**src/sv/assert_macros.svh**
```systemverilog
// Assertion helpers for the RTL.
`ifndef ASSERT_MACROS_SVH
`define ASSERT_MACROS_SVH

// Same-cycle implication, disabled while reset is asserted.
`define ASSERT_IMPL(label, clk, rst_n, ante, cons, msg) \
    label: assert property (@(posedge clk) disable iff (!(rst_n)) (ante) |-> (cons)) \
        else $error(msg);

// Next-cycle implication, disabled while reset is asserted.
`define ASSERT_NEXT(label, clk, rst_n, ante, cons, msg) \
    label: assert property (@(posedge clk) disable iff (!(rst_n)) (ante) |=> (cons)) \
        else $error(msg);

`endif

```
**src/sv/trplru_ram.sv**
```systemverilog
module trplru_ram #(
    parameter int WIDTH = 8,
    parameter int DEPTH = 64,
    parameter int AW    = (DEPTH > 1) ? $clog2(DEPTH) : 1
) (
    input  logic             i_clk,
    input  logic             i_we,
    input  logic [AW-1:0]    i_waddr,
    input  logic [WIDTH-1:0] i_wdata,
    input  logic             i_re,
    input  logic [AW-1:0]    i_raddr,
    output logic [WIDTH-1:0] o_rdata
);

    logic [WIDTH-1:0] r_mem [DEPTH];
    logic [WIDTH-1:0] r_rdata;

    always_ff @(posedge i_clk) begin
        if (i_we) begin
            r_mem[i_waddr] <= i_wdata;
        end
        if (i_re) begin
            r_rdata <= r_mem[i_raddr];
        end
    end

    assign o_rdata = r_rdata;

endmodule

```
**config.mk**
```make
export PLATFORM = sky130hd
export DESIGN_NAME = trplru_ram
export DESIGN_NICKNAME = d
export VERILOG_FILES = /design/src/sv/assert_macros.svh /design/src/sv/trplru_ram.sv
export SDC_FILE = /design/constraint.sdc
export NUM_CORES = 1
export LEC_CHECK = 0
export BUFFER_PORTS_ARGS = -buffer_cell sky130_fd_sc_hd__clkbuf_2
export CAP_MARGIN = 0
export CORE_ASPECT_RATIO = 2
export CORE_MARGIN = 10
export CORE_UTILIZATION = 50
export CTS_BUF_LIST = sky130_fd_sc_hd__clkbuf_4 sky130_fd_sc_hd__clkbuf_8
export DETAILED_ROUTE_END_ITERATION = 8
export PLACE_DENSITY = 0.66
export SYNTH_ARGS = -nofsm -noshare
export SYNTH_HDL_FRONTEND = slang
export SYNTH_SLANG_ARGS = --single-unit
```
**constraint.sdc**
```tcl
create_clock -name i_clk -period 3.8 [get_ports i_clk]
set_input_delay 1.14 -clock i_clk [delete_from_list [all_inputs] [get_ports i_clk]]
set_output_delay 1.14 -clock i_clk [all_outputs]
set_load 0.05 [all_outputs]
```
==> run metrics <==
Area Growth Syn to Fin=13.4%; minimum hold slack=0.948 ns; Filler cells=2912; Crit. Startpoint=i_raddr[0]; Critical Path Most Common Cell=buf_4; static leakage power=7.35 nW; clock slew at reported path FFs=0.07 ns; Max Fclk=334 MHz; post-route total power=11.1 mW; share of async-settable or async-resettable flops after synthesis=0; number of synthesized flops with an enable pin=520; total number of yosys warnings=0; dominant combinational cell family by area after synthesis=multiplexers; CP required=4.15 ns; pin count of the biggest net entering global routing=65; number of non-filler instances in the completed layout=1673; count of mapped cells out of synthesis=940; CTS Hold Bufs=0; part of the Yosys area used for sequential elements=0.771; FF+latch area=15600 um2; full die area=49400 um2; nature of the critical path endpoint=register; mux share of post-synthesis cell area=0.159; count of buffers added by post-CTS timing repair for setup=0; type of element launching the critical path=primary input; # nets final=1117; wire length of the first global-routing pass=71.0 mm; leading cell type by number of instances after synthesis=edfxtp_1; area fraction in compound gates after synthesis=0.0206; biggest area consumer among synthesized cells=edfxtp_1; area of the multi-input gates=4320 um2; Finish-stage setup viols=0; type of the most critical hold path=reg -> reg; Placer Congestion=0.851; hpwl dp=32.3 mm; share of post-route cells with drive strength above 1=0.330; measured slew at the worst slew-check pin=1.10 ns; Total Neg Setup Slack=0 ns; CTS buffer count=69; Hold Vio Cnt, Final=0; path type of the worst setup path=in -> reg; final worst path period need=3.00 ns; Post-Synthesis Cell Area=20200 um2; clk_skew=0.0174 ns; Slew HR=0.265; number of DRC violations after detailed routing=0; run status=finished clean; count of routing violations after the opening detailed-route iteration=903; H-tree level count=3; Power Dens Cells=484 nW/um2; number of library cell types mapped by synthesis=39; xor/xnor share of the synthesized area=0; CTS resizes=0; effective utilization at floorplan=0.504; drt via density=6.00; arrival time worst endpoint=3.34 ns; global router's overall resource usage=0.198; period utilisation layout=0.789; start of the worst register-to-register path=r_mem[45][0]; fraction of synthesized cell area taken by the top area cell type=0.771; maximum net fanout on the critical path=40; Die X-Extent=162 um; final global-route overflow total=0; insertion delay of the later-clocked pin in the worst-skew pair=0.63 ns; Die Y-Extent=305 um; average wire per standard cell=28.8 um; number of antenna violations at the first check in global routing=1; Routed Wire Length=48.2 mm; via count=10000; Area contributors post-synth=edfxtp_1 (77%), mux4_2 (14%), nor2_1 (1.5%); #FFs+latches synth=520; post-synthesis adder-cell area fraction=0; prevailing post-synth register cell=edfxtp_1; row count=104; number of primary I/O pins=31; total clock sinks=520; Max rail drop VDD=0.248 mV; vias in the first global route=10600; CORE AREA=40200 um2; CTS Root Cell=clkbuf_8; max capacitance violation total=0; Worst path max stage delay=0.65 ns; number of detailed-routing iterations run before antenna repair=5; synthesized netlist net count=963; Mapped Avg Cell Area=21.5 um2; total instance count after detailed placement=1553; synthesized-area fraction occupied by and/or/nand/nor cells=0.0337; Final Max Slew Viols=0; TritonCTS clock tree=yes; launch point of the worst hold path=r_mem[31][4]; top cells by count, synth=edfxtp_1 (520), mux4_2 (126), nor2_1 (83), mux2i_1 (23), nand2_1 (19); CP Cell Sequence=clkbuf_8 -> buf_4 -> buf_4 -> mux2i_1 -> a22oi_1 -> a221oi_1 -> o2bb2ai_1; setup repair after global routing missed its margin=false; count of input and output buffers=30; maximum clock path buffer count=3; Antenna Violating Nets Remaining=0; Worst path slowest cell=a221oi_1
[state kept, by name (all words and copies together), names as in the netlist]
name     flops
o_rdata      8
r_mem      512
[cell usage in the layout (no fill, tap or decap), types with 11 or more instances in the layout]
master,Yosys,routed
nor2b_1,14,14
nand3_1,13,13
nand2_1,19,19
edfxtp_1,520,520
clkinv_2,0,12
nor2_1,83,83
clkbuf_8,0,71
clkbuf_4,0,11
clkinv_1,0,17
mux4_2,126,126
buf_4,13,99
mux2i_1,23,23
mux2_2,13,13
clkbuf_2,0,27
[per-stage QoR]
stage	cell area [um2]	setup WS [ns]	utilization
2_1_floorplan	20200	0.854	-
3_3_place_gp	21600	0.123	0.538
3_5_place_dp	21600	0.178	0.538
4_1_cts	23000	0.834	0.571
5_1_grt	23000	0.766	0.571
6_report	23000	0.804	0.571
[worst max-delay path, delay by kind of cell]
family | cells | cell delay, ns
compound gates | 3 | 1.02
mux | 1 | 0.22
buf+inv | 3 | 0.95
[final timing paths]
kind	depth (start not counted)	to	slack [ns]
worst max-delay path	7	o_rdata[0]	0.80
worst min-delay path	3	o_rdata[4]	0.95
worst max register to register	4	o_rdata[0]	1.52
worst min register to register	3	o_rdata[4]	0.95
[cells by family after synthesis]
family,count (synthesis)
flops,520
mux,162
simple gates,153
compound gates,54
buf+inv,51
[cell type report]
| cell class | instances | share of cell area |
|---|---|---|
| Sequential cell | 520 | 0.680 |
| Multi-Input combinational cell | 369 | 0.188 |
| Clock buffer | 81 | 0.0456 |
| Timing Repair Buffer | 134 | 0.0450 |
| Tap cell | 530 | 0.0289 |
| Clock inverter | 38 | 0.0123 |
| Antenna cell | 1 | 0.000109 |
[per-layer routing]
metal,GRT usage,vias to the layer above,part of all wire
met4,0.0886,0,0.040
met3,0.0346,98,0.059
li1,-,4243,-
met2,0.360,411,0.56
met1,0.218,5291,0.34
met5,0,-,0
[power breakdown]
part | leakage, nW | internal (mW) | total, mW | switching [mW]
Clock | 0.689 | 2.11 | 4.10 | 1.99
Sequential | 4.69 | 6.36 | 6.38 | 0.0155
Combinational | 1.98 | 0.242 | 0.645 | 0.403
Note: power is estimated with default switching activity, not from simulation.
