$ cat config.mk
export PLATFORM = sky130hd
export DESIGN_NAME = trplru_ctrl
export DESIGN_NICKNAME = d
export VERILOG_FILES = /design/src/sv/assert_macros.svh /design/src/sv/trplru_pkg.sv /design/src/sv/trplru_ctrl.sv
export SDC_FILE = /design/constraint.sdc
export NUM_CORES = 1
export LEC_CHECK = 0
export CAP_MARGIN = 20
export CORE_AREA = 4 4 41 43
export DETAILED_ROUTE_END_ITERATION = 16
export DIE_AREA = 0 0 45 47
export DONT_BUFFER_PORTS = 1
export PLACE_DENSITY = 0.54
export SYNTH_ARGS = -nofsm -noshare
export SYNTH_HDL_FRONTEND = slang
export SYNTH_SLANG_ARGS = --single-unit
$ cat constraint.sdc
create_clock -name i_clk -period 3.1 [get_ports i_clk]
set_input_delay 0 -clock i_clk [delete_from_list [all_inputs] [get_ports i_clk]]
set_output_delay 0 -clock i_clk [all_outputs]
set_load 0.01 [all_outputs]
$ cat src/sv/assert_macros.svh
// Assertion helpers for the RTL.
`ifndef ASSERT_MACROS_SVH
`define ASSERT_MACROS_SVH

// Same-cycle implication, disabled while reset is asserted.
`define ASSERT_IMPL(label, clk, rst_n, ante, cons, msg) \
    label: assert property (@(posedge clk) disable iff (!(rst_n)) (ante) |-> (cons)) \
        else $error(msg);

// Next-cycle implication, disabled while reset is asserted.
`define ASSERT_NEXT(label, clk, rst_n, ante, cons, msg) \
    label: assert property (@(posedge clk) disable iff (!(rst_n)) (ante) |=> (cons)) \
        else $error(msg);

`endif

$ cat src/sv/trplru_pkg.sv
package trplru_pkg;

    localparam int DEF_SET_COUNT = 64;
    localparam int DEF_WAY_COUNT = 8;
    localparam int DEF_TAG_BITS  = 20;

    localparam int SET_IDX_W = 6;
    localparam int TAG_IN_W  = 20;
    localparam int WAY_OUT_W = 3;

    typedef enum logic [1:0] {
        FN_ACCESS = 2'd0,
        FN_INSERT = 2'd1,
        FN_EVICT  = 2'd2,
        FN_PEEK   = 2'd3
    } t_func;

    typedef enum logic [1:0] {
        ST_OK    = 2'd0,
        ST_MISS  = 2'd1,
        ST_FULL  = 2'd2,
        ST_EMPTY = 2'd3
    } t_status;

    typedef enum logic [1:0] {
        S_CLEAR,
        S_IDLE,
        S_EXEC
    } t_state;

    typedef struct packed {
        t_func                 func;
        logic [SET_IDX_W-1:0]  set_index;
        logic [TAG_IN_W-1:0]   tag_value;
    } t_req;

    typedef struct packed {
        t_status               status;
        logic [TAG_IN_W-1:0]   victim_tag;
        logic [WAY_OUT_W-1:0]  way_used;
    } t_res;

    typedef struct packed {
        logic accept;
        logic fire;
        logic clearing;
    } t_ctl;

endpackage

$ cat src/sv/trplru_ctrl.sv
module trplru_ctrl
    import trplru_pkg::*;
#(
    parameter int SET_COUNT = DEF_SET_COUNT,
    parameter int SA_W      = (SET_COUNT > 1) ? $clog2(SET_COUNT) : 1
) (
    input  logic            i_clk,
    input  logic            i_rst_n,
    input  logic            i_req_valid,
    input  logic            i_res_free,
    output logic            o_req_ready,
    output t_ctl            o_ctl,
    output logic [SA_W-1:0] o_clr_addr
);

    t_state          r_state;
    t_state          n_state;
    logic [SA_W-1:0] r_clr_addr;
    logic [SA_W-1:0] n_clr_addr;
    logic            clr_last;

    assign clr_last = (r_clr_addr == SA_W'(SET_COUNT - 1));

    always_ff @(posedge i_clk) begin
        if (!i_rst_n) begin
            r_state    <= S_CLEAR;
            r_clr_addr <= '0;
        end else begin
            r_state    <= n_state;
            r_clr_addr <= n_clr_addr;
        end
    end

    always_comb begin
        n_state    = r_state;
        n_clr_addr = r_clr_addr;
        case (r_state)
            S_CLEAR: begin
                n_clr_addr = r_clr_addr + 1'b1;
                if (clr_last) begin
                    n_state = S_IDLE;
                end
            end
            S_IDLE: begin
                if (i_req_valid) begin
                    n_state = S_EXEC;
                end
            end
            S_EXEC: begin
                if (i_res_free) begin
                    n_state = S_IDLE;
                end
            end
            default: begin
                n_state = S_CLEAR;
            end
        endcase
    end

    always_comb begin
        o_req_ready    = 1'b0;
        o_ctl.accept   = 1'b0;
        o_ctl.fire     = 1'b0;
        o_ctl.clearing = 1'b0;
        case (r_state)
            S_CLEAR: begin
                o_ctl.clearing = 1'b1;
            end
            S_IDLE: begin
                o_req_ready  = 1'b1;
                o_ctl.accept = i_req_valid;
            end
            S_EXEC: begin
                o_ctl.fire = i_res_free;
            end
            default: begin
                o_req_ready = 1'b0;
            end
        endcase
    end

    assign o_clr_addr = r_clr_addr;

endmodule

==> impl_metrics.yaml, run 1 <==
run_status:
  status: "finished, final reports clean"
pwr:
  p_total_mw: 0.2108
  leakage_nw: 0.1955
  ir_drop_uv: 235.0
  power_density_nw_per_um2: 446.9
synthesis:
  ys_seq_area_frac: 0.3963
  synth_area_leaders: "dfxtp_1 (40%), mux2i_1 (7.4%), nand2_1 (5.6%), nand2b_1 (4.6%), and2_4 (4.3%)"
  synth_edf_count: 0
  avgSynthCellArea_um2: 9.399
  syn_area_um2: 404.1
  async_reset_ff_frac: 0
  synth_nets: 48
  yosys.area.top_type_share: 0.3963
  synth_top_cell_by_area: "dfxtp_1"
  synth-seq-cells: 8
  yosysWarnings: 0
  synthFlopType: "dfxtp_1"
  netlist_instances: 43
  yosysUniqueCellTypes: 24
final_layout:
  nets: 55
  utilization: 0.3625
  nFillCells: 144
  area_growth_pct: 16.72
  diodes: 0
  drive_gt1_frac: 0.1875
setup_path:
  reg2reg_depth: 4
  start_kind: "register"
  end_kind: "register"
  criticalPathCategory: "reg2reg"
  worstPathMaxFanout: 5
  cp_data_required_time_ns: 3.29
  crit_chain: "ha_1 -> nor3b_2 -> and2b_1 -> mux2i_1"
  cp_slowest_stage_delay_ns: 0.46
  cpMaxStageDelayCell: "dfxtp_1"
  cp.arrival_ns: 1.48
clock_network:
  cts_max_level: 1
  cts_tree: "yes"
  cts-root-buf: "clkbuf_4"
  clk_latency_ns: 0.26
  clk_pin_slew_worst_paths_ns: 0.06
  cts_resized: 0
  cts_max_path_buffers: 2
  cts_made_buffers: 3
  cts.sinks: 8
hold_path:
  hold_path_class: "in2reg"
  min_path_cells: 2
floorplan:
  die_h_um: 47
  die_x_um: 45
  io_pins: 14
  die_area_um2: 2115
  placementRows: 13
  start_util: 0.3106
  core_um2: 1301
sta:
  grt_setup_unrepaired: "false"
  hold_viol_final: 0
  fin_ws_ns: 1.817
  slew_headroom: 0.7476
  post-route-period-util: 0.4139
  tns_ns: 0
  tightest_slew_ns: 0.3773
  drv_slew: 0
  fmax_ghz: 0.7793
  fin_skew_ns: 0.001047
  setup_viol: 0
  post-route-min-period_ns: 1.283
job:
  cap_violations: 0
placement:
  dpl.hpwl_um: 580.9
  gp_congestion: 0.7209
  place_ws_ns: 1.821
  port_buffers: 0
grt:
  grt_max_degree: 12
  grt_usage: 0.1045
  antenna_found_initial: 0
  grt_pass1_wl_um: 1511
  grt-ovfl-total: 0
  grt_pass1_vias: 338
routing:
  avgRoutedWirePerCell_um: 13.41
  routed_via_density: 5.063
  antenna_left: 0
  wl_um: 845
  vias: 319
  dr.pass1.iters: 2
  drt-initial-drc-count: 4
  drc_errors: 0
## where the power goes
group / internal, mW / switching, mW
clock: 0.0446 / 0.0402
combinational: 0.00742 / 0.00582
sequential: 0.106 / 0.00652
## flip-flops by register name, indices dropped and copies added, names as in the netlist
name        cells
r_state         2
o_clr_addr      6
## critical path: cells and delay by family (launching register included)
kind | cells | cell delay [ns]
flip-flops | 1 | 0.46
AND/OR/NAND/NOR | 2 | 0.41
adder cells (fa/ha/maj) | 1 | 0.18
multiplexers | 1 | 0.17
## worst paths after layout
check                              startpoint            end  slack (ns)
worst max-delay path            o_clr_addr[0]  o_clr_addr[4]        1.82
worst min register to register  o_clr_addr[5]  o_clr_addr[5]        0.53
worst min-delay path              i_req_valid     r_state[1]        0.02
worst max register to register  o_clr_addr[0]  o_clr_addr[4]        1.82
## stage by stage
stage,area (um^2),cells,hold WS (ns)
after global placement,419.2,57,0.1172
final,471.7,63,0.02275
after floorplan,404.1,43,0.1061
after global routing,471.7,63,0.03022
after CTS,471.7,63,0.02029
after detailed placement,419.2,57,0.1196
## logic make-up after synthesis
logic type      Yosys count  synth area share
flops                     8            0.3963
compound gates            4           0.07121
buf+inv                   1          0.009279
mux                       3           0.07431
fa+ha+maj                 1           0.03095
simple gates             24            0.3746
xor+xnor                  2           0.04335
## layer usage
metal  track usage  vias to the layer above  part of all wire
li1              -                      159                 -
met1        0.1053                      149              0.41
met2        0.1610                        7              0.50
met3       0.04215                        4             0.047
met4        0.1053                        0             0.040
met5             0                        -                 0
## what timing repair did
action,CTS,global route
buffers inserted,0,0
hold buffers,3,0
endpoints found under the hold margin,8,0
## Yosys cell counts (all sizes together), types with 2 or more instances
library cell / number
xor2: 2
nor3b: 2
dfxtp: 8
nand2b: 3
nor2b: 2
nor2: 2
and2: 4
nand2: 6
mux2i: 3
## layout by cell type (no fill, tap or decap), types with 2 or more instances in the layout
cell	n
dfxtp_1	8
nand2_1	6
nand2b_1	3
mux2i_1	3
clkbuf_4	3
dlygate4sd3_1	3
and2_4	2
xor2_1	2
and2_1	2
## layout make-up
type,count,area [um^2],share of cell area
flip-flops and latches,8,160.2,0.3395
multi-input cells,34,240.2,0.5093
repair buffers,3,30.03,0.06366
clock buffers,3,22.52,0.04775
well taps,15,18.77,0.03979
(Power assumes the default switching activity.)
==> inputs of run 2 (changes only) <==
--- a/config.mk
+++ b/config.mk
@@ -10,7 +10,7 @@
 export DETAILED_ROUTE_END_ITERATION = 16
 export DIE_AREA = 0 0 45 47
 export DONT_BUFFER_PORTS = 1
-export PLACE_DENSITY = 0.54
+export PLACE_DENSITY = 0.55
 export SYNTH_ARGS = -nofsm -noshare
 export SYNTH_HDL_FRONTEND = slang
 export SYNTH_SLANG_ARGS = --single-unit
==> constraint.sdc (replaced) <==
create_clock -name i_clk -period 1.15 [get_ports i_clk]
set_input_delay 0 -clock i_clk [delete_from_list [all_inputs] [get_ports i_clk]]
set_output_delay 0 -clock i_clk [all_outputs]
set_load 0.01 [all_outputs]
==> impl_metrics.yaml, run 2 (same netlist as run 1, synthesis figures left out) <==
sta:
  post-route-period-util: 0.9620
  post-route-min-period_ns: 1.106
  fin_ws_ns: 0.04370
  grt_setup_unrepaired: "true"
  setup_viol: 0
  tns_ns: 0
  hold_viol_final: 0
  fmax_ghz: 0.9039
  slew_headroom: 0.7505
  fin_skew_ns: 0.002311
  drv_slew: 0
  tightest_slew_ns: 0.3730
floorplan:
  start_util: 0.3106
  die_area_um2: 2115
  io_pins: 14
  core_um2: 1301
  die_h_um: 47
  placementRows: 13
  die_x_um: 45
final_layout:
  final_common_cell: "buf_4"
  multi_input_area_um2: 270.3
  area_growth_pct: 46.75
  final_area_um2: 593.1
  layout_common_cells: "buf_4 (10), nand2_1 (6), dfxtp_1 (4)"
  drive_gt1_frac: 0.4237
  nFillCells: 149
  diodes: 0
  largest_reg_flops: 6
  utilization: 0.4558
  register_area_um2: 172.7
  nets: 65
setup_path:
  cp.arrival_ns: 1.26
  cpMaxStageDelayCell: "dfxtp_4"
  r2r_slack_ns: 0.04
  cp_slowest_stage_delay_ns: 0.35
  reg2reg_depth: 4
  worstPathMaxFanout: 3
  end_kind: "register"
  cp_data_required_time_ns: 1.30
  crit_chain: "ha_4 -> nor3b_4 -> and2_4 -> o31a_1"
  criticalPathCategory: "reg2reg"
  start_kind: "register"
pwr:
  leakage_nw: 0.2498
  pwr-share-comb: 0.104
  pwr-share-seq: 0.489
  p_clk_frac: 0.406
  power_switching_mw: 0.1483
  ir_drop_uv: 512.4
  power_density_nw_per_um2: 1015
  p_total_mw: 0.6020
  p_int_mw: 0.4537
  sw_frac_of_total: 0.2463
routing:
  dr.pass1.iters: 3
  routed_via_density: 4.838
  vias: 358
  antenna_left: 0
  drc_errors: 0
  drt-initial-drc-count: 3
  wl_um: 958
  avgRoutedWirePerCell_um: 12.95
grt:
  grt_pass1_wl_um: 1697
  grt_usage: 0.1205
  antenna_found_initial: 0
  grt_busiest_layer: "met2"
  grt-ovfl-total: 0
  grt_use_met3: 0.06897
  grt_pass1_vias: 354
  grt_use_met1: 0.1218
  grt_max_degree: 12
  grtUsageMet2: 0.1864
hold_path:
  min_path_cells: 2
  hold_path_class: "in2reg"
placement:
  port_buffers: 0
  gp_congestion: 0.6667
  dpl.hpwl_um: 683.5
  dpl_cell_area_um2: 518.0
  place_ws_ns: 0.02264
clock_network:
  cts_tree: "yes"
  cts_made_buffers: 3
  cts-root-buf: "clkbuf_4"
  post_cts_buffers: 0
  cts_max_path_buffers: 2
  clk_latency_ns: 0.26
  cts_max_level: 1
  cts.sinks: 8
  clk_pin_slew_worst_paths_ns: 0.06
run_status:
  status: "finished, final reports clean"
job:
  cap_violations: 0
[run 2: cell count changes in the layout (fill, tap and decap cells not counted)]
cell / delta
clkbuf_1: +1
nor4_1: -1
dfxtp_1: -4
nor3b_2: -1
ha_1: -1
nor2b_2: -1
nor4_2: +1
nor3b_4: +1
nor2b_4: +1
buf_4: +10
ha_4: +1
dfxtp_4: +3
dfxtp_2: +1
[run 2: final timing paths]
check,start,endpoint
hold / removal,i_req_valid,r_state[0]
setup / recovery,o_clr_addr[0],r_state[0]
hold reg to reg,o_clr_addr[1],o_clr_addr[3]
setup reg to reg,o_clr_addr[0],r_state[0]
[run 2: layer usage]
layer / part of all wire / wire (um) / vias to the layer above
met5: 0 / 0 / -
met4: 0.019 / 18 / 0
met1: 0.40 / 382 / 169
met3: 0.065 / 62 / 2
met2: 0.52 / 495 / 8
li1: - / - / 179
[run 2: critical path: cells and delay by family, from the launching register on]
kind | cells | cell delay (ns)
fa+ha+maj | 1 | 0.15
flops | 1 | 0.35
simple gates | 2 | 0.28
compound gates | 1 | 0.22
[run 2: layout make-up]
cell class                 instances  area share
multi-input combinational         34      0.4557
clock buffer                       4     0.04430
sequential                         8      0.2911
tap                               15     0.03165
timing repair buffer              13      0.1772
[run 2: metrics by stage]
step                hold slack (ns)  cells
floorplan                    0.1061     43
global placement             0.1234     67
detailed placement           0.1213     67
CTS                        0.008375     74
global route                0.02909     74
finish                     0.005076     74
[run 2: repair_timing]
| item | in CTS | in global routing |
|---|---|---|
| pin swaps | 0 | 2 |
| setup endpoints to repair | 1 | 4 |
| endpoints found under the hold margin | 8 | 0 |
| resized for setup | 3 | 3 |
| hold buffers | 3 | 0 |
[run 2: power by group through the flow]
stage / combinational (mW) / clock, mW / sequential, mW
finish: 0.0629 / 0.244 / 0.295
global route: 0.0716 / 0.263 / 0.297
CTS: 0.0640 / 0.256 / 0.295
detailed placement: 0.0508 / 0 / 0.304
global placement: 0.0509 / 0 / 0.303
floorplan: 0.0264 / 0 / 0.310
==> inputs of run 3 (changes only) <==
--- a/config.mk
+++ b/config.mk
@@ -10,7 +10,7 @@
 export DETAILED_ROUTE_END_ITERATION = 16
 export DIE_AREA = 0 0 45 47
 export DONT_BUFFER_PORTS = 1
-export PLACE_DENSITY = 0.55
+export PLACE_DENSITY = 0.5
 export SYNTH_ARGS = -nofsm -noshare
 export SYNTH_HDL_FRONTEND = slang
 export SYNTH_SLANG_ARGS = --single-unit
==> impl_metrics.yaml, run 3 (same netlist as run 1, synthesis figures left out) <==
sta:
  drv_slew: 0
  whs_ns: 0.02776
  post-route-period-util: 0.9807
  fmax_ghz: 0.8867
  hold_viol_final: 0
  slew_headroom: 0.7470
  post-route-min-period_ns: 1.128
  tightest_slew_ns: 0.3783
  grt_setup_unrepaired: "true"
  fin_skew_ns: 0.01697
  setup_viol: 0
grt:
  grt_usage: 0.1101
  grt_pass1_vias: 367
  grt_pass1_wl_um: 1607
  grt_max_degree: 12
  grt_use_met3: 0.02682
  grt-ovfl-total: 0
  grtUsageMet2: 0.1723
  antenna_found_initial: 0
  grt_use_met1: 0.1284
  grt_busiest_layer: "met2"
pwr:
  leakage_nw: 0.2598
  sw_frac_of_total: 0.2411
  pwr-share-comb: 0.125
  pwr-share-seq: 0.483
  power_density_nw_per_um2: 1008
  power_switching_mw: 0.1466
  p_clk_frac: 0.392
  p_int_mw: 0.4614
  p_total_mw: 0.6080
  ir_drop_uv: 415.8
placement:
  dp_cells: 67
  port_buffers: 0
  gp_congestion: 0.7156
  dpl.hpwl_um: 680.2
  dpl_cell_area_um2: 518.0
setup_path:
  rr_endpoint: "r_state[0]"
  worstPathMaxFanout: 3
  cp.arrival_ns: 1.28
  startpoint: "o_clr_addr[0]"
  cp_slowest_stage_delay_ns: 0.35
  end_kind: "register"
  criticalPathCategory: "reg2reg"
  crit_end: "r_state[0]"
  start_kind: "register"
  r2r_start: "o_clr_addr[0]"
  reg2reg_depth: 4
  r2r_slack_ns: 0.02
  crit_chain: "ha_4 -> nor3b_4 -> and2_4 -> o31a_1"
  cp_data_required_time_ns: 1.31
  cpMaxStageDelayCell: "dfxtp_4"
clock_network:
  cts_max_path_buffers: 2
  cts.sinks: 8
  cts_made_buffers: 3
  clk_pin_slew_worst_paths_ns: 0.07
  cts_tree: "yes"
  cts-root-buf: "clkbuf_4"
  clk_latency_ns: 0.26
  cts_max_level: 1
routing:
  avgRoutedWirePerCell_um: 13.21
  drc_errors: 0
  wl_um: 1004
  vias: 368
  dr.pass1.iters: 1
  antenna_left: 0
  drt-initial-drc-count: 0
  routed_via_density: 4.842
final_layout:
  diodes: 0
  final_common_cell: "buf_4"
  largest_reg_flops: 6
  area_growth_pct: 49.23
  layout_common_cells: "buf_4 (12), nand2_1 (6), dfxtp_1 (4)"
  nets: 67
  utilization: 0.4635
  drive_gt1_frac: 0.4426
  nFillCells: 135
  instances_no_fill: 76
  final_area_um2: 603.1
floorplan:
  start_util: 0.3106
  die_x_um: 45
  io_pins: 14
  die_area_um2: 2115
  core_um2: 1301
  placementRows: 13
  die_h_um: 47
hold_path:
  min_path_cells: 2
  hold_path_class: "in2reg"
job:
  cap_violations: 0
run_status:
  status: "finished, final reports clean"
run 3: cell count changes in the layout (fill, tap and decap cells not counted), sizes merged:
cell	previous run	this run
buf	10	12
run 3: through the flow:
step / TNS (ns) / setup WS, ns
after floorplan: 0 / 0.02027
after global placement: 0 / 0.03507
after detailed placement: 0 / 0.01740
after CTS: 0 / 0.006401
after global routing: -0.05286 / -0.02268
final: 0 / 0.02223
run 3: what timing repair did:
action / in CTS / in global routing
gates resized for setup: 3 / 2
endpoints found under the hold margin: 8 / 0
hold buffers: 3 / 0
pin swaps: 0 / 1
endpoints found under the setup margin: 1 / 5
setup buffers: 0 / 2
run 3: how the worst min path moves through the flow:
stage	endpoint	from	slack, ns
2_1_floorplan	o_ctl[1]	i_res_free	0.11
3_3_place_gp	r_state[1]	i_rst_n	0.12
3_5_place_dp	o_clr_addr[0]	i_rst_n	0.13
4_1_cts	r_state[1]	i_req_valid	0.01
5_1_grt	r_state[1]	i_req_valid	0.03
6_report	r_state[1]	i_req_valid	0.03
run 3: cell type report:
type,instances,area [um^2],area share
clock buffer,4,26.28,0.04357
tap,15,18.77,0.03112
timing repair buffer,15,120.1,0.1992
sequential,8,172.7,0.2863
multi-input combinational,34,265.3,0.4398
run 3: critical path: cells and delay by family (launching register included):
family                   cells  cell delay (ns)
adder cells (fa/ha/maj)      1             0.15
flip-flops                   1             0.35
AND/OR/NAND/NOR              2             0.30
AO/OA/AOI/OAI                1             0.22
run 3: routing by layer:
metal  wire, um  part of all wire
met1        486              0.48
met4         27             0.027
met5          0                 0
met2        406              0.40
met3         85             0.085
run 3: power by group through the flow:
stage	Sequential (mW)	Clock [mW]	Combinational, mW
final	0.294	0.239	0.0758
after global routing	0.295	0.254	0.0846
after CTS	0.296	0.245	0.0655
after detailed placement	0.304	0	0.0506
after global placement	0.304	0	0.0496
after floorplan	0.310	0	0.0264
