### src/sv/assert_macros.svh
// Assertion helpers for the RTL.
`ifndef ASSERT_MACROS_SVH
`define ASSERT_MACROS_SVH

// Same-cycle implication, disabled while reset is asserted.
`define ASSERT_IMPL(label, clk, rst_n, ante, cons, msg) \
    label: assert property (@(posedge clk) disable iff (!(rst_n)) (ante) |-> (cons)) \
        else $error(msg);

// Next-cycle implication, disabled while reset is asserted.
`define ASSERT_NEXT(label, clk, rst_n, ante, cons, msg) \
    label: assert property (@(posedge clk) disable iff (!(rst_n)) (ante) |=> (cons)) \
        else $error(msg);

`endif

### src/sv/trplru_pkg.sv
package trplru_pkg;

    localparam int DEF_SET_COUNT = 64;
    localparam int DEF_WAY_COUNT = 8;
    localparam int DEF_TAG_BITS  = 20;

    localparam int SET_IDX_W = 6;
    localparam int TAG_IN_W  = 20;
    localparam int WAY_OUT_W = 3;

    typedef enum logic [1:0] {
        FN_ACCESS = 2'd0,
        FN_INSERT = 2'd1,
        FN_EVICT  = 2'd2,
        FN_PEEK   = 2'd3
    } t_func;

    typedef enum logic [1:0] {
        ST_OK    = 2'd0,
        ST_MISS  = 2'd1,
        ST_FULL  = 2'd2,
        ST_EMPTY = 2'd3
    } t_status;

    typedef enum logic [1:0] {
        S_CLEAR,
        S_IDLE,
        S_EXEC
    } t_state;

    typedef struct packed {
        t_func                 func;
        logic [SET_IDX_W-1:0]  set_index;
        logic [TAG_IN_W-1:0]   tag_value;
    } t_req;

    typedef struct packed {
        t_status               status;
        logic [TAG_IN_W-1:0]   victim_tag;
        logic [WAY_OUT_W-1:0]  way_used;
    } t_res;

    typedef struct packed {
        logic accept;
        logic fire;
        logic clearing;
    } t_ctl;

endpackage

### src/sv/trplru_dp.sv
module trplru_dp
    import trplru_pkg::*;
#(
    parameter int WAY_COUNT = DEF_WAY_COUNT,
    parameter int TAG_BITS  = DEF_TAG_BITS,
    parameter int WI_W      = $clog2(WAY_COUNT),
    parameter int META_W    = 2 * WAY_COUNT - 1
) (
    input  t_func                         i_func,
    input  logic [TAG_BITS-1:0]           i_tag,
    input  logic [META_W-1:0]             i_meta,
    input  logic [WAY_COUNT*TAG_BITS-1:0] i_tags,
    output logic [META_W-1:0]             o_meta,
    output logic [WAY_COUNT*TAG_BITS-1:0] o_tags,
    output logic                          o_tag_we,
    output t_status                       o_status,
    output logic [TAG_BITS-1:0]           o_vtag,
    output logic [WI_W-1:0]               o_way
);

    localparam int TREE_W = WAY_COUNT - 1;
    localparam int NODE_W = $clog2(2 * WAY_COUNT);
    localparam int LVLS   = $clog2(WAY_COUNT);

    // Heap-ordered tree: node n has children 2n+1 and 2n+2, way w is leaf WAY_COUNT-1+w.
    function automatic logic [TREE_W-1:0] f_touch(input logic [TREE_W-1:0] t,
                                                   input logic [WI_W-1:0]   w);
        logic [NODE_W-1:0] node;
        logic [NODE_W-1:0] parent;
        logic [TREE_W-1:0] r;
        r    = t;
        node = NODE_W'(WAY_COUNT - 1) + NODE_W'(w);
        for (int k = 0; k < LVLS; k++) begin
            if (node != '0) begin
                parent = (node - 1'b1) >> 1;
                // A left child makes its parent point right, and the other way round.
                if (node[0]) begin
                    r = r | (TREE_W'(1) << parent);
                end else begin
                    r = r & ~(TREE_W'(1) << parent);
                end
                node = parent;
            end
        end
        return r;
    endfunction

    function automatic logic [WI_W-1:0] f_walk(input logic [TREE_W-1:0] t);
        logic [NODE_W-1:0] node;
        logic [TREE_W-1:0] sel;
        node = '0;
        for (int k = 0; k < LVLS; k++) begin
            if (node < NODE_W'(WAY_COUNT - 1)) begin
                sel  = t >> node;
                node = sel[0] ? (node << 1) + NODE_W'(2) : (node << 1) + NODE_W'(1);
            end
        end
        return WI_W'(node - NODE_W'(WAY_COUNT - 1));
    endfunction

    function automatic logic [WI_W-1:0] f_lowest(input logic [WAY_COUNT-1:0] v);
        logic [WI_W-1:0] r;
        r = '0;
        for (int w = WAY_COUNT - 1; w >= 0; w--) begin
            if (v[w]) begin
                r = WI_W'(w);
            end
        end
        return r;
    endfunction

    logic [TREE_W-1:0]                   tree;
    logic [WAY_COUNT-1:0]                valid;
    logic [WAY_COUNT-1:0][TAG_BITS-1:0]  tag_row;
    logic [WAY_COUNT-1:0][TAG_BITS-1:0]  tag_row_new;
    logic [WAY_COUNT-1:0]                hit;
    logic [WAY_COUNT-1:0]                free_onehot;
    logic [WI_W-1:0]                     hit_way;
    logic [WI_W-1:0]                     free_way;
    logic [WI_W-1:0]                     ins_touch_way;
    logic [WI_W-1:0]                     vic_way;
    logic                                vic_valid;
    logic [TREE_W-1:0]                   n_tree;
    logic [WAY_COUNT-1:0]                n_valid;

    assign tree    = i_meta[TREE_W-1:0];
    assign valid   = i_meta[META_W-1:TREE_W];
    assign tag_row = i_tags;

    always_comb begin
        for (int w = 0; w < WAY_COUNT; w++) begin
            hit[w] = valid[w] && (tag_row[w] == i_tag);
        end
    end

    assign hit_way     = f_lowest(hit);
    assign free_way    = f_lowest(~valid);
    assign free_onehot = WAY_COUNT'(1) << free_way;
    // The new way also matches, so a duplicate insert touches the lower-numbered copy.
    assign ins_touch_way = f_lowest(hit | free_onehot);
    assign vic_way       = f_walk(tree);
    assign vic_valid     = valid[vic_way];

    always_comb begin
        tag_row_new           = tag_row;
        tag_row_new[free_way] = i_tag;
    end

    always_comb begin
        n_tree   = tree;
        n_valid  = valid;
        o_tag_we = 1'b0;
        o_status = ST_OK;
        o_vtag   = '0;
        o_way    = '0;
        case (i_func)
            FN_ACCESS: begin
                if (|hit) begin
                    n_tree = f_touch(tree, hit_way);
                    o_way  = hit_way;
                end else begin
                    o_status = ST_MISS;
                end
            end
            FN_INSERT: begin
                if (&valid) begin
                    o_status = ST_FULL;
                end else begin
                    n_valid  = valid | free_onehot;
                    n_tree   = f_touch(tree, ins_touch_way);
                    o_tag_we = 1'b1;
                    o_way    = free_way;
                end
            end
            FN_EVICT, FN_PEEK: begin
                o_way = vic_way;
                if (vic_valid) begin
                    o_vtag = tag_row[vic_way];
                    if (i_func == FN_EVICT) begin
                        n_valid = valid & ~(WAY_COUNT'(1) << vic_way);
                    end
                end else begin
                    o_status = ST_EMPTY;
                end
            end
            default: begin
                o_status = ST_OK;
            end
        endcase
    end

    assign o_meta = {n_valid, n_tree};
    assign o_tags = tag_row_new;

endmodule

### config.mk
export PLATFORM = sky130hd
export DESIGN_NAME = trplru_dp
export DESIGN_NICKNAME = d
export VERILOG_FILES = /design/src/sv/assert_macros.svh /design/src/sv/trplru_pkg.sv /design/src/sv/trplru_dp.sv
export SDC_FILE = /design/constraint.sdc
export NUM_CORES = 1
export LEC_CHECK = 0
export BUFFER_PORTS_ARGS = -buffer_cell sky130_fd_sc_hd__buf_2
export CAP_MARGIN = 20
export CORE_AREA = 4 4 151 153
export DETAILED_ROUTE_END_ITERATION = 7
export DIE_AREA = 0 0 155 157
export GPL_TIMING_DRIVEN = 1
export PLACE_DENSITY = 0.64
export SYNTH_ARGS = -nofsm -noshare
export SYNTH_HDL_FRONTEND = slang
export SYNTH_SLANG_ARGS = --single-unit
### constraint.sdc
create_clock -name vclk -period 12.85
set_input_delay 1.9275 -clock vclk [all_inputs]
set_output_delay 1.9275 -clock vclk [all_outputs]
set_load 0.01 [all_outputs]
==> results of run 1 <==
## area by class of cell
cell class / count / share of cell area [%]
Multi-Input combinational cell: 870 / 74.7
Timing Repair Buffer: 408 / 20.9
Antenna cell: 1 / 0.0253
Inverter: 20 / 0.760
Tap cell: 280 / 3.55
## stage by stage
step           power, mW  setup WS (ns)
5_1_grt            0.449           1.84
3_3_place_gp       0.420           2.65
4_1_cts            0.420           2.45
2_1_floorplan      0.254           3.62
6_report           0.425           2.32
3_5_place_dp       0.419           2.47
## synthesized netlist by cell type, types with 6 or more instances
| master | number |
|---|---|
| sky130_fd_sc_hd__and4_1 | 6 |
| sky130_fd_sc_hd__xnor2_1 | 102 |
| sky130_fd_sc_hd__buf_2 | 25 |
| sky130_fd_sc_hd__a31oi_1 | 6 |
| sky130_fd_sc_hd__o31ai_1 | 8 |
| sky130_fd_sc_hd__o21ai_0 | 51 |
| sky130_fd_sc_hd__mux4_2 | 42 |
| sky130_fd_sc_hd__buf_4 | 15 |
| sky130_fd_sc_hd__nor3_1 | 17 |
| sky130_fd_sc_hd__nand2_1 | 71 |
| sky130_fd_sc_hd__nand3_1 | 34 |
| sky130_fd_sc_hd__nor4_1 | 23 |
| sky130_fd_sc_hd__xor2_1 | 57 |
| sky130_fd_sc_hd__and3_1 | 7 |
| sky130_fd_sc_hd__mux2_2 | 156 |
| sky130_fd_sc_hd__nor2_1 | 54 |
| sky130_fd_sc_hd__o211ai_1 | 8 |
| sky130_fd_sc_hd__inv_1 | 20 |
| sky130_fd_sc_hd__or3_1 | 10 |
| sky130_fd_sc_hd__mux2i_1 | 26 |
| sky130_fd_sc_hd__xnor2_2 | 6 |
| sky130_fd_sc_hd__a21oi_1 | 23 |
| sky130_fd_sc_hd__nand2b_1 | 13 |
| sky130_fd_sc_hd__nand4_1 | 39 |
| sky130_fd_sc_hd__clkbuf_1 | 35 |
| sky130_fd_sc_hd__ha_1 | 8 |
| sky130_fd_sc_hd__buf_1 | 11 |
## per-layer routing
layer	vias to the layer above	share of wire, %	GRT usage [%]
li1	4308	-	-
met1	4747	37	40.1
met2	596	49	57.0
met5	-	0.065	0
met3	121	8.3	4.73
met4	4	5.1	14.0
## logic make-up after synthesis
group,count (synthesis),synth area share [%]
adders and majority gates,8,1.27
xor gates and xnor gates,166,19.2
buffers and inverters,111,6.85
muxes,224,37.5
and+or+nand+nor,323,22.6
AOI/OAI and AO/OA,149,12.6
## critical path: stages
cell and delay, ns:
sky130_fd_sc_hd__buf_2 0.22, sky130_fd_sc_hd__xnor2_1 0.41, sky130_fd_sc_hd__nand4_1 0.14, sky130_fd_sc_hd__or4_1 0.56
sky130_fd_sc_hd__or2_2 0.33, sky130_fd_sc_hd__a21boi_0 0.24, sky130_fd_sc_hd__o21ai_0 0.19, sky130_fd_sc_hd__a21oi_2 0.34
sky130_fd_sc_hd__inv_1 0.13, sky130_fd_sc_hd__ha_1 0.50, sky130_fd_sc_hd__inv_1 0.14, sky130_fd_sc_hd__a211oi_1 0.31
sky130_fd_sc_hd__nor2_1 0.07, sky130_fd_sc_hd__a21oi_1 0.37, sky130_fd_sc_hd__ha_1 0.45, sky130_fd_sc_hd__nand2_1 0.10
sky130_fd_sc_hd__nor4b_1 0.42, sky130_fd_sc_hd__a221o_1 0.26, sky130_fd_sc_hd__inv_1 0.06, sky130_fd_sc_hd__ha_1 0.29
sky130_fd_sc_hd__xnor2_1 0.16, sky130_fd_sc_hd__or3_4 0.38, sky130_fd_sc_hd__o211a_1 0.23, sky130_fd_sc_hd__o311ai_2 0.23
sky130_fd_sc_hd__buf_2 0.17
## power by group
group          internal (mW)  switching, mW  leakage, nW    total [mW]
clock           0.0000000104              0   0.00000634  0.0000000104
combinational          0.176          0.249         4.28         0.425
sequential                 0              0            0             0
## path summary, 6_finish.rpt
kind	start	end	slack, ns	cells past startpoint
setup / recovery	i_tag[17]	o_meta[1]	2.32	25
hold / removal	i_tags[121]	o_tags[121]	4.19	4
==> results, run 1 <==
- The per-cell routed wire length is 27.1 µm.
- The total overflow reported by the global router is 0.
- The period utilization is 81.9%.
- The largest fanout on the critical path is 16.
- The cell area after placement is a little under 10000 µm².
- Of the cells placed in the final design, the portion with a size suffix greater than 1 is 49.3%.
- The library cell used most frequently in the layout, excluding fill and tap cells, is sky130_fd_sc_hd__buf_2.
- The launching element type of the critical path is a primary input.
- After synthesis, flip-flops and latches occupy 0% of the total area.
- In the final layout, flip-flops and latches occupy 0 µm².
- The total count of max-transition violations in the final report came to 0.
- The total number of vias is 9776.
- The min-delay analysis places its worst path in the category primary input to output pin.
- The time the worst path needs with I/O delays and setup is between 10 and 15 ns.
- The sort of element at the end of the critical path is an output pin.
- The global routing usage summed across all routing layers is 32.7%.
- The initial utilization of the core area, before any placement, comes to between 30% and 40%.
- In this run the standard cell core region covers 21600 µm².
- The design has 0 sequential cells.
- The wire length after detailed routing is 42800 µm.
- The detail route stage leaves a number of antenna-violating nets equal to 0.
- The worst vdd rail ir drop is ~0.026 mV.
- The area growth from synthesis to layout is 24.9%.
- The count of cells in the finished layout, fillers not included, comes to roughly 1.6k.
- The number of gates given a new drive strength after cts is 0.
- The count of buffers added on input and output ports is 398.
- The number of nets in the final layout is 1505.
- The netlist area before placement is ~8000 µm².
- With fillers left out, the area of the finished cells amounts to ~10000 µm².
- Measured along the y axis, the die boundary spans 157 µm.
- The die is 155 µm wide.
- The detailed placement HPWL is 35300 µm.
- The static power due to leakage is 4.28 nW.
- The number of buffers added for setup after CTS is 0.
- The via count of the first global-routing pass is 9550.
- Setup repair after global routing left no endpoint under its margin.
- By area the synthesized netlist is led by sky130_fd_sc_hd__mux2_2, sky130_fd_sc_hd__mux4_2, sky130_fd_sc_hd__xnor2_1.
- Yosys printed 0 warnings.
- At the worst endpoint, the arrival time is roughly 8.6 ns.
- For this run, the detailed router's first-pass iteration total came to 5.
- The sum of negative setup slack is 0 ns.
- The slew at the pin closest to its max-slew limit is 1.01 ns.
- Derived from the worst setup path, the maximum achievable clock frequency is roughly 95 MHz.
- The combined area of the multi-input logic cells is 7380 µm².
- Across the run, the number of max-cap violations was 0.
- In this run, distinct cell masters in the synthesized netlist total 79.
- The count of filler cells inserted in the layout is approximately 2.2k.
- The first global-routing pass estimated 61000 µm of wire.
- The number of rows created at floorplan is 54.
- The final-layout clock buffer total is 0.
- The required arrival time at the worst endpoint is 10.92 ns.
- The top cell types in the final layout, fill and taps aside, are sky130_fd_sc_hd__buf_2, sky130_fd_sc_hd__mux2_2, sky130_fd_sc_hd__xnor2_1.
- sky130_fd_sc_hd__mux2_2 takes more of the synthesized area than any other cell.
- The path type of the worst setup path is primary input to output pin.
- The number of ports placed on the die boundary is 398.
- Counting tap cells, the placed design contains a total of 1578 instances.
- After detailed routing, the number of vias per cell comes to just over 6.
- The final core utilization is 45.8%.
- The net count of the mapped netlist is 1186.
- In the routed design, unresolved DRC markers number 0.
- The areal power density over the cells is 43.1 nW/µm².
- In this run, the number of DRC markers left after iteration 0 of detailed routing was 749.
- The hold buffer count at cts is 0.
- The synthesized design devotes to its leading area cell type roughly 22% of total area.
- Entering global routing, the biggest net connects 50 pins.
- The flow ran to the end, and the final reports show no timing, DRC or antenna violations.
- The per-instance average area after synthesis is 8.06 µm².
- The routability-driven placement congestion ratio is 0.997.
- The number of antenna violations at the first check in global routing is 4.
- Hold is met by 4.19 ns.
- The worst pin sits at a relative slew slack of 33.0%.
- The floorplan step defined a die boundary enclosing approximately 24000 µm².
- The count of mapped cells out of synthesis is just under 1k.
- The final setup violation count is 0.
- The final hold violation count is 0.
(Power assumes the default switching activity.)
==> inputs of run 2 (changes only) <==
Settings changed: CORE_AREA 4 4 151 153 to 4 4 153 155, DIE_AREA 0 0 155 157 to 0 0 157 159, PLACE_DENSITY 0.64 to 0.62.
Clock period 12.85 ns to 10.7 ns, I/O delays scaled along.
==> run 2 against run 1 <==
Net effect:
- die area increased by 2.6%
- hold slack worse by 0.64 ns
- sequential share of layout area unchanged
- highest routed layer unchanged
- largest power group unchanged
- non-clock buffer count rose by 1
- first-iteration DRC count is 20% higher
- total power grew 21%
- combinational power increased by 21%
- global-route usage about the same
- routed wire length increased by 1.9%
- via count rose by 0.18%
- design area rose by 0.20%
- critical path depth grew 2
==> results, run 2 (synthesized netlist as in run 1, its figures left out) <==
- The number of antenna violations at the first check in global routing is 1.
- Setup repair after global routing left no endpoint under its margin.
- In the routed design, unresolved DRC markers number 0.
- The final hold violation count was 0.
- The layout has 0 clock buffers.
- The slack of the critical path is 0.714 ns.
- The required arrival time at the worst endpoint is 9.10 ns.
- The flow ran to the end, and the final reports show no timing, DRC or antenna violations.
- The maximum number of pins on one net before global-route repair is 46.
- The total of buffers placed on input and output ports is 398.
- The sum of negative setup slack is 0 ns.
- Cells with a size suffix above 1 make up 49.3% of the layout.
- Fill cells in the final layout number 2322.
- The layout sequential cell count is 0.
- The sort of element at the end of the critical path is an output pin.
- Across the run, the number of max-cap violations was 0.
- The total overflow reported by the global router is 0.
- The signal arrival time at the worst endpoint is 8.38 ns.
- The total number of vias is 9794.
- The final layout contains 1506 nets.
- The most common cell after layout, fill and taps aside is sky130_fd_sc_hd__buf_2.
- The die span in x is 157 µm.
- The die outline height is 159 µm.
- The worst path in the final design needs a cycle of between 9 and 10 ns, including I/O delays and setup.
- Derived from the worst setup path, the maximum achievable clock frequency is 100 MHz.
- The kind of path behind the tightest hold check is primary input to output pin.
- Once the clock tree was built, the resizer swapped 0 gates to a different size.
- The wire length of the first global-routing pass is 62600 µm.
- The period utilization is 93.3%.
- In this run the worst path has a maximum fanout of 18.
- The area added between synthesis and finish is 25.2%.
- For this run, the detailed router's first-pass iteration total came to 5.
- Dividing the detail-routed via count by the number of cells gives 6.20.
- Detailed placement finished with a half-perimeter wire length of 36100 µm.
- Setup violations remaining at the end of the flow were counted as 0.
- The hold buffer count at cts is 0.
- The via count of the first global-routing pass came to 9567.
- After detailed routing, the total wire length is ~44000 µm.
- The library cells used most frequently in the layout, excluding fill and tap cells, are sky130_fd_sc_hd__buf_2, sky130_fd_sc_hd__mux2_2, sky130_fd_sc_hd__xnor2_1.
- OpenSTA, run right after detailed placement, puts the worst setup slack at 0.927 ns.
- The initial core utilization is between 30% and 40%.
- The static power due to leakage is 4.29 nW.
- Row generation in the floorplan step produced 54 rows.
- The number of buffers added for setup after CTS is 0.
- The worst vdd rail ir drop is 0.0295 mV.
- The global routing usage summed across all routing layers is 32.6%.
- Once detail routing completed, the nets flagged for antenna violations numbered 0.
- The floorplan die area is 25000 µm².
- The core region area is 21800 µm².
- The total count of max-transition violations in the final report was 0.
- The slew at the pin closest to its max-slew limit is 1.01 ns.
- The areal power density over the cells is 52.0 nW/µm².
- The first routing iteration left 897 violations.
- The launching element type of the critical path is a primary input.
- Across the whole layout, storage elements account for 0 µm².
- For this design the top-level I/O count stands at approximately 400.
- The worst pin sits at a relative slew slack of 32.7%.
- Dividing the detail-routed wire length by the instance count gives 27.6 µm.
- The routability-driven placement congestion ratio is 1.01.
- The worst setup path is of the primary input to output pin kind.
==> run 2: path summary, 6_finish.rpt <==
| path | start | endpoint | cells after the start |
|---|---|---|---|
| worst max-delay path | i_tag[8] | o_meta[1] | 27 |
| worst min-delay path | i_tags[101] | o_tags[101] | 4 |
==> run 2: power breakdown <==
group	internal (mW)	switching [mW]
logic	0.213	0.302
registers	0	0
clock network	0.00000000123	0
==> run 2: area by class of cell <==
cell class | instances | area (µm²) | area share (%)
multi-input combinational | 870 | 7380 | 74.6
timing repair buffer | 409 | 2090 | 21.1
tap | 280 | 350 | 3.54
inverter | 20 | 75.1 | 0.759
antenna | 1 | 2.50 | 0.0253
==> run 2: stage by stage <==
step | total power, mW | area (µm²) | std cells | hold slack, ns | util [%]
after floorplan | 0.305 | 7910 | 981 | 3.36 | -
after global placement | 0.508 | 9870 | 1578 | 3.56 | 45.2
after detailed placement | 0.506 | 9870 | 1578 | 3.56 | 45.2
after CTS | 0.508 | 9870 | 1578 | 3.56 | 45.2
after global routing | 0.542 | 9890 | 1579 | 3.59 | 45.3
final | 0.515 | 9890 | 1580 | 3.56 | 45.3
==> run 2: layer usage <==
metal | vias up | part of all wire [%] | GRT usage [%]
li1 | 4325 | - | -
met2 | 568 | 51 | 58.5
met4 | 2 | 4.4 | 11.4
met3 | 112 | 7.2 | 3.94
met1 | 4787 | 38 | 39.8
met5 | - | 0.030 | 0
==> run 2: critical path, cell delays in order <==
cell and delay, ns:
sky130_fd_sc_hd__buf_2 0.37, sky130_fd_sc_hd__xor2_1 0.14, sky130_fd_sc_hd__nor4_1 0.86, sky130_fd_sc_hd__nand2_1 0.14, sky130_fd_sc_hd__o311ai_0 0.38, sky130_fd_sc_hd__a21boi_0 0.19, sky130_fd_sc_hd__o21ai_0 0.27, sky130_fd_sc_hd__a21oi_2 0.16
sky130_fd_sc_hd__inv_1 0.13, sky130_fd_sc_hd__ha_1 0.27, sky130_fd_sc_hd__inv_1 0.14, sky130_fd_sc_hd__nand2_1 0.11, sky130_fd_sc_hd__nor3_1 0.05, sky130_fd_sc_hd__a211oi_1 0.38, sky130_fd_sc_hd__nor2_1 0.07, sky130_fd_sc_hd__a21oi_1 0.39
sky130_fd_sc_hd__ha_1 0.46, sky130_fd_sc_hd__nand2_1 0.10, sky130_fd_sc_hd__nor4b_1 0.38, sky130_fd_sc_hd__a221o_1 0.25, sky130_fd_sc_hd__inv_1 0.06, sky130_fd_sc_hd__ha_1 0.29, sky130_fd_sc_hd__xnor2_1 0.16, sky130_fd_sc_hd__or3_4 0.38
sky130_fd_sc_hd__o211a_1 0.23, sky130_fd_sc_hd__o311ai_2 0.24, sky130_fd_sc_hd__buf_2 0.17
==> inputs of run 3 (changes only) <==
Clock period 10.7 ns to 9.5 ns, I/O delays scaled along.
==> run 3 against run 2 <==
Net effect:
- via count rose by 0.44%
- final cell count rose by 0.70%
- non-clock buffer count is 12 higher
- sequential share of layout area is the same
- design area is 0.76% higher
- hold slack got worse by 0.34 ns
- routed wire length about the same
- count of clock-buffer cells in the layout did not move
- total power up 13%
- setup slack lost 0.29 ns
- die area unchanged
- combinational power grew 13%
==> results, run 3 (synthesized netlist as in run 1, its figures left out) <==
- The worst hold path was traced through 3 stages.
- The wire length of the first global-routing pass is roughly 63000 µm.
- The launching element type of the critical path is a primary input.
- The via count of the first global-routing pass is approximately 9.7k.
- The library cells used most frequently in the layout, excluding fill and tap cells, are sky130_fd_sc_hd__buf_2, sky130_fd_sc_hd__mux2_2, sky130_fd_sc_hd__xnor2_1.
- The maximum number of pins on one net before global-route repair is 50.
- The worst hold path terminates at o_tags[33].
- The time the worst path needs with I/O delays and setup is 9.08 ns.
- The die outline height is 159 µm.
- The worst slew margin relative to its limit is around 31%.
- approximately 400 I/O pins were placed.
- Global routing finished with a remaining overflow of 0.
- The global routing usage summed across all routing layers is 32.6%.
- The fraction of layout instances using a drive strength above 1 is 49.8%.
- The wire length after detailed routing is roughly 44000 µm.
- The count of max-cap constraint violations is 0.
- The worst setup path is captured at an output pin.
- The total number of vias is 9837.
- The first TritonRoute pass finished after 5 iterations.
- The initial core utilization is 36.2%.
- The layout sequential cell count is 0.
- Along the worst path, the maximum fanout reaches 16.
- The sum of negative setup slack is 0 ns.
- In the final routed layout, each cell accounts on average for 27.4 µm.
- Grouping stages by cell kind, the critical path spends the most delay in simple AND/OR/NAND/NOR gates.
- From left edge to right edge, the die measures 157 µm.
- The areal power density over the cells is 58.2 nW/µm².
- For this run, global-route usage on met3 was measured as 5.22%.
- Global routing consumed, on the met2 layer, 56.1% of the routing resources.
- The slack of the critical path is around 0.42 ns.
- Across the whole layout, storage elements account for 0 µm².
- The met1 usage in global routing is between 40% and 50%.
- The number of antenna cells inserted is 0.
- The initialized floorplan defines between 50 and 60 standard-cell rows.
- The number of DRC markers after the initial detailed-route iteration is roughly 900.
- The worst vdd rail ir drop is 0.0357 mV.
- The die covers 25000 µm².
- The number of antenna violations at the first check in global routing is 1.
- The final hold violation count is 0.
- The number of gates given a new drive strength after cts is 0.
- For this run, the top clock speed supported by timing is between 100 and 150 MHz.
- The flow ran to the end, and the final reports show no timing, DRC or antenna violations.
- Setup repair after global routing left no endpoint under its margin.
- The detailed placement HPWL is between 30000 and 40000 µm.
- Prior to clock tree synthesis, the placed netlist has a worst setup slack of 0.522 ns.
- In the final design database the tool counted ~1.5k nets.
- The number of DRC violations after detailed routing is 0.
- Once the clock tree was built, the setup fixing pass inserted 0 buffers.
- STA puts the critical path data arrival time at approximately 7.7 ns.
- The total count of max-transition violations in the final report is 0.
- The kind of path behind the tightest hold check is primary input to output pin.
- The slowest stage of the critical path belongs to the cell sky130_fd_sc_hd__or4_1.
- The tightest hold margin is between 3 and 4 ns.
- The static power due to leakage is 4.34 nW.
- The start point of the worst hold path is i_tags[33].
- The count of antenna-violating nets left after detailed routing is 0.
- The area added between synthesis and finish is 26.1%.
- Buffers inserted to repair hold after CTS numbered 0.
- The total of buffers placed on input and output ports is around 400.
- The total area inside the core boundary comes to 21800 µm².
- The path type of the worst setup path is primary input to output pin.
- The overall power is 580 µW.
- For the pin with the worst max-slew slack, the measured transition is 1.04 ns.
- The final setup violation count is 0.
- The final-layout clock buffer total is 0.
- The period utilization is 95.5%.
- The number of buffer and inverter instances along the worst setup path is 5.
- The routability-driven placement congestion ratio is a little over 1.
- For the worst setup path, the data required time is 8.08 ns.
- Leaving out fill and tap cells, the most frequent cell in the layout is sky130_fd_sc_hd__buf_2.
- The critical path's largest stage delay is 0.58 ns.
- After detailed routing, the number of vias per cell comes to between 6 and 7.
- met2 is the most crowded layer.
## run 3: cell types whose count changed in the layout (fill, tap and decap cells not counted), sizes merged
cell / previous run / this run
buf: 409 / 421
diode: 1 / 0
## run 3: layout make-up
type / count / area, µm²
Multi-Input combinational cell: 870 / 7380
Timing Repair Buffer: 421 / 2160
Fill cell: 2321 / 11900
Tap cell: 280 / 350
Inverter: 20 / 75.1
## run 3: where the power goes
part           switching [mW]  leakage [nW]  internal (mW)
logic                   0.340          4.34          0.240
clock network               0             0              0
registers                   0             0              0
total                   0.340          4.34          0.240
## run 3: stage by stage
| step | std cells | utilization (%) | area [µm²] |
|---|---|---|---|
| floorplan | 981 | - | 7910 |
| detailed placement | 1591 | 45.7 | 9970 |
| finish | 1591 | 45.7 | 9970 |
| global route | 1591 | 45.7 | 9970 |
| global placement | 1591 | 45.7 | 9970 |
| CTS | 1591 | 45.7 | 9970 |
## run 3: worst max-delay path by stage
stage	startpoint	end	slack [ns]	cells past startpoint
2_1_floorplan	i_tag[14]	o_meta[1]	1.28	27
3_3_place_gp	i_tag[5]	o_meta[1]	0.67	25
3_5_place_dp	i_tag[5]	o_meta[1]	0.52	25
4_1_cts	i_tag[5]	o_meta[1]	0.49	25
5_1_grt	i_tag[16]	o_meta[1]	0.002	27
6_report	i_tag[5]	o_meta[1]	0.42	25
## run 3: layer usage
layer / wire [µm] / up-vias / share of wire, %
met5: 13 / - / 0.030
met4: 2260 / 2 / 5.2
met3: 3560 / 131 / 8.2
met2: 21400 / 602 / 49
met1: 16300 / 4769 / 37
li1: - / 4333 / -
## run 3: tightest hold or removal path, delay by kind of cell
kind	cells	cell delay (ns)
buf+inv	2	0.22
mux	1	0.14
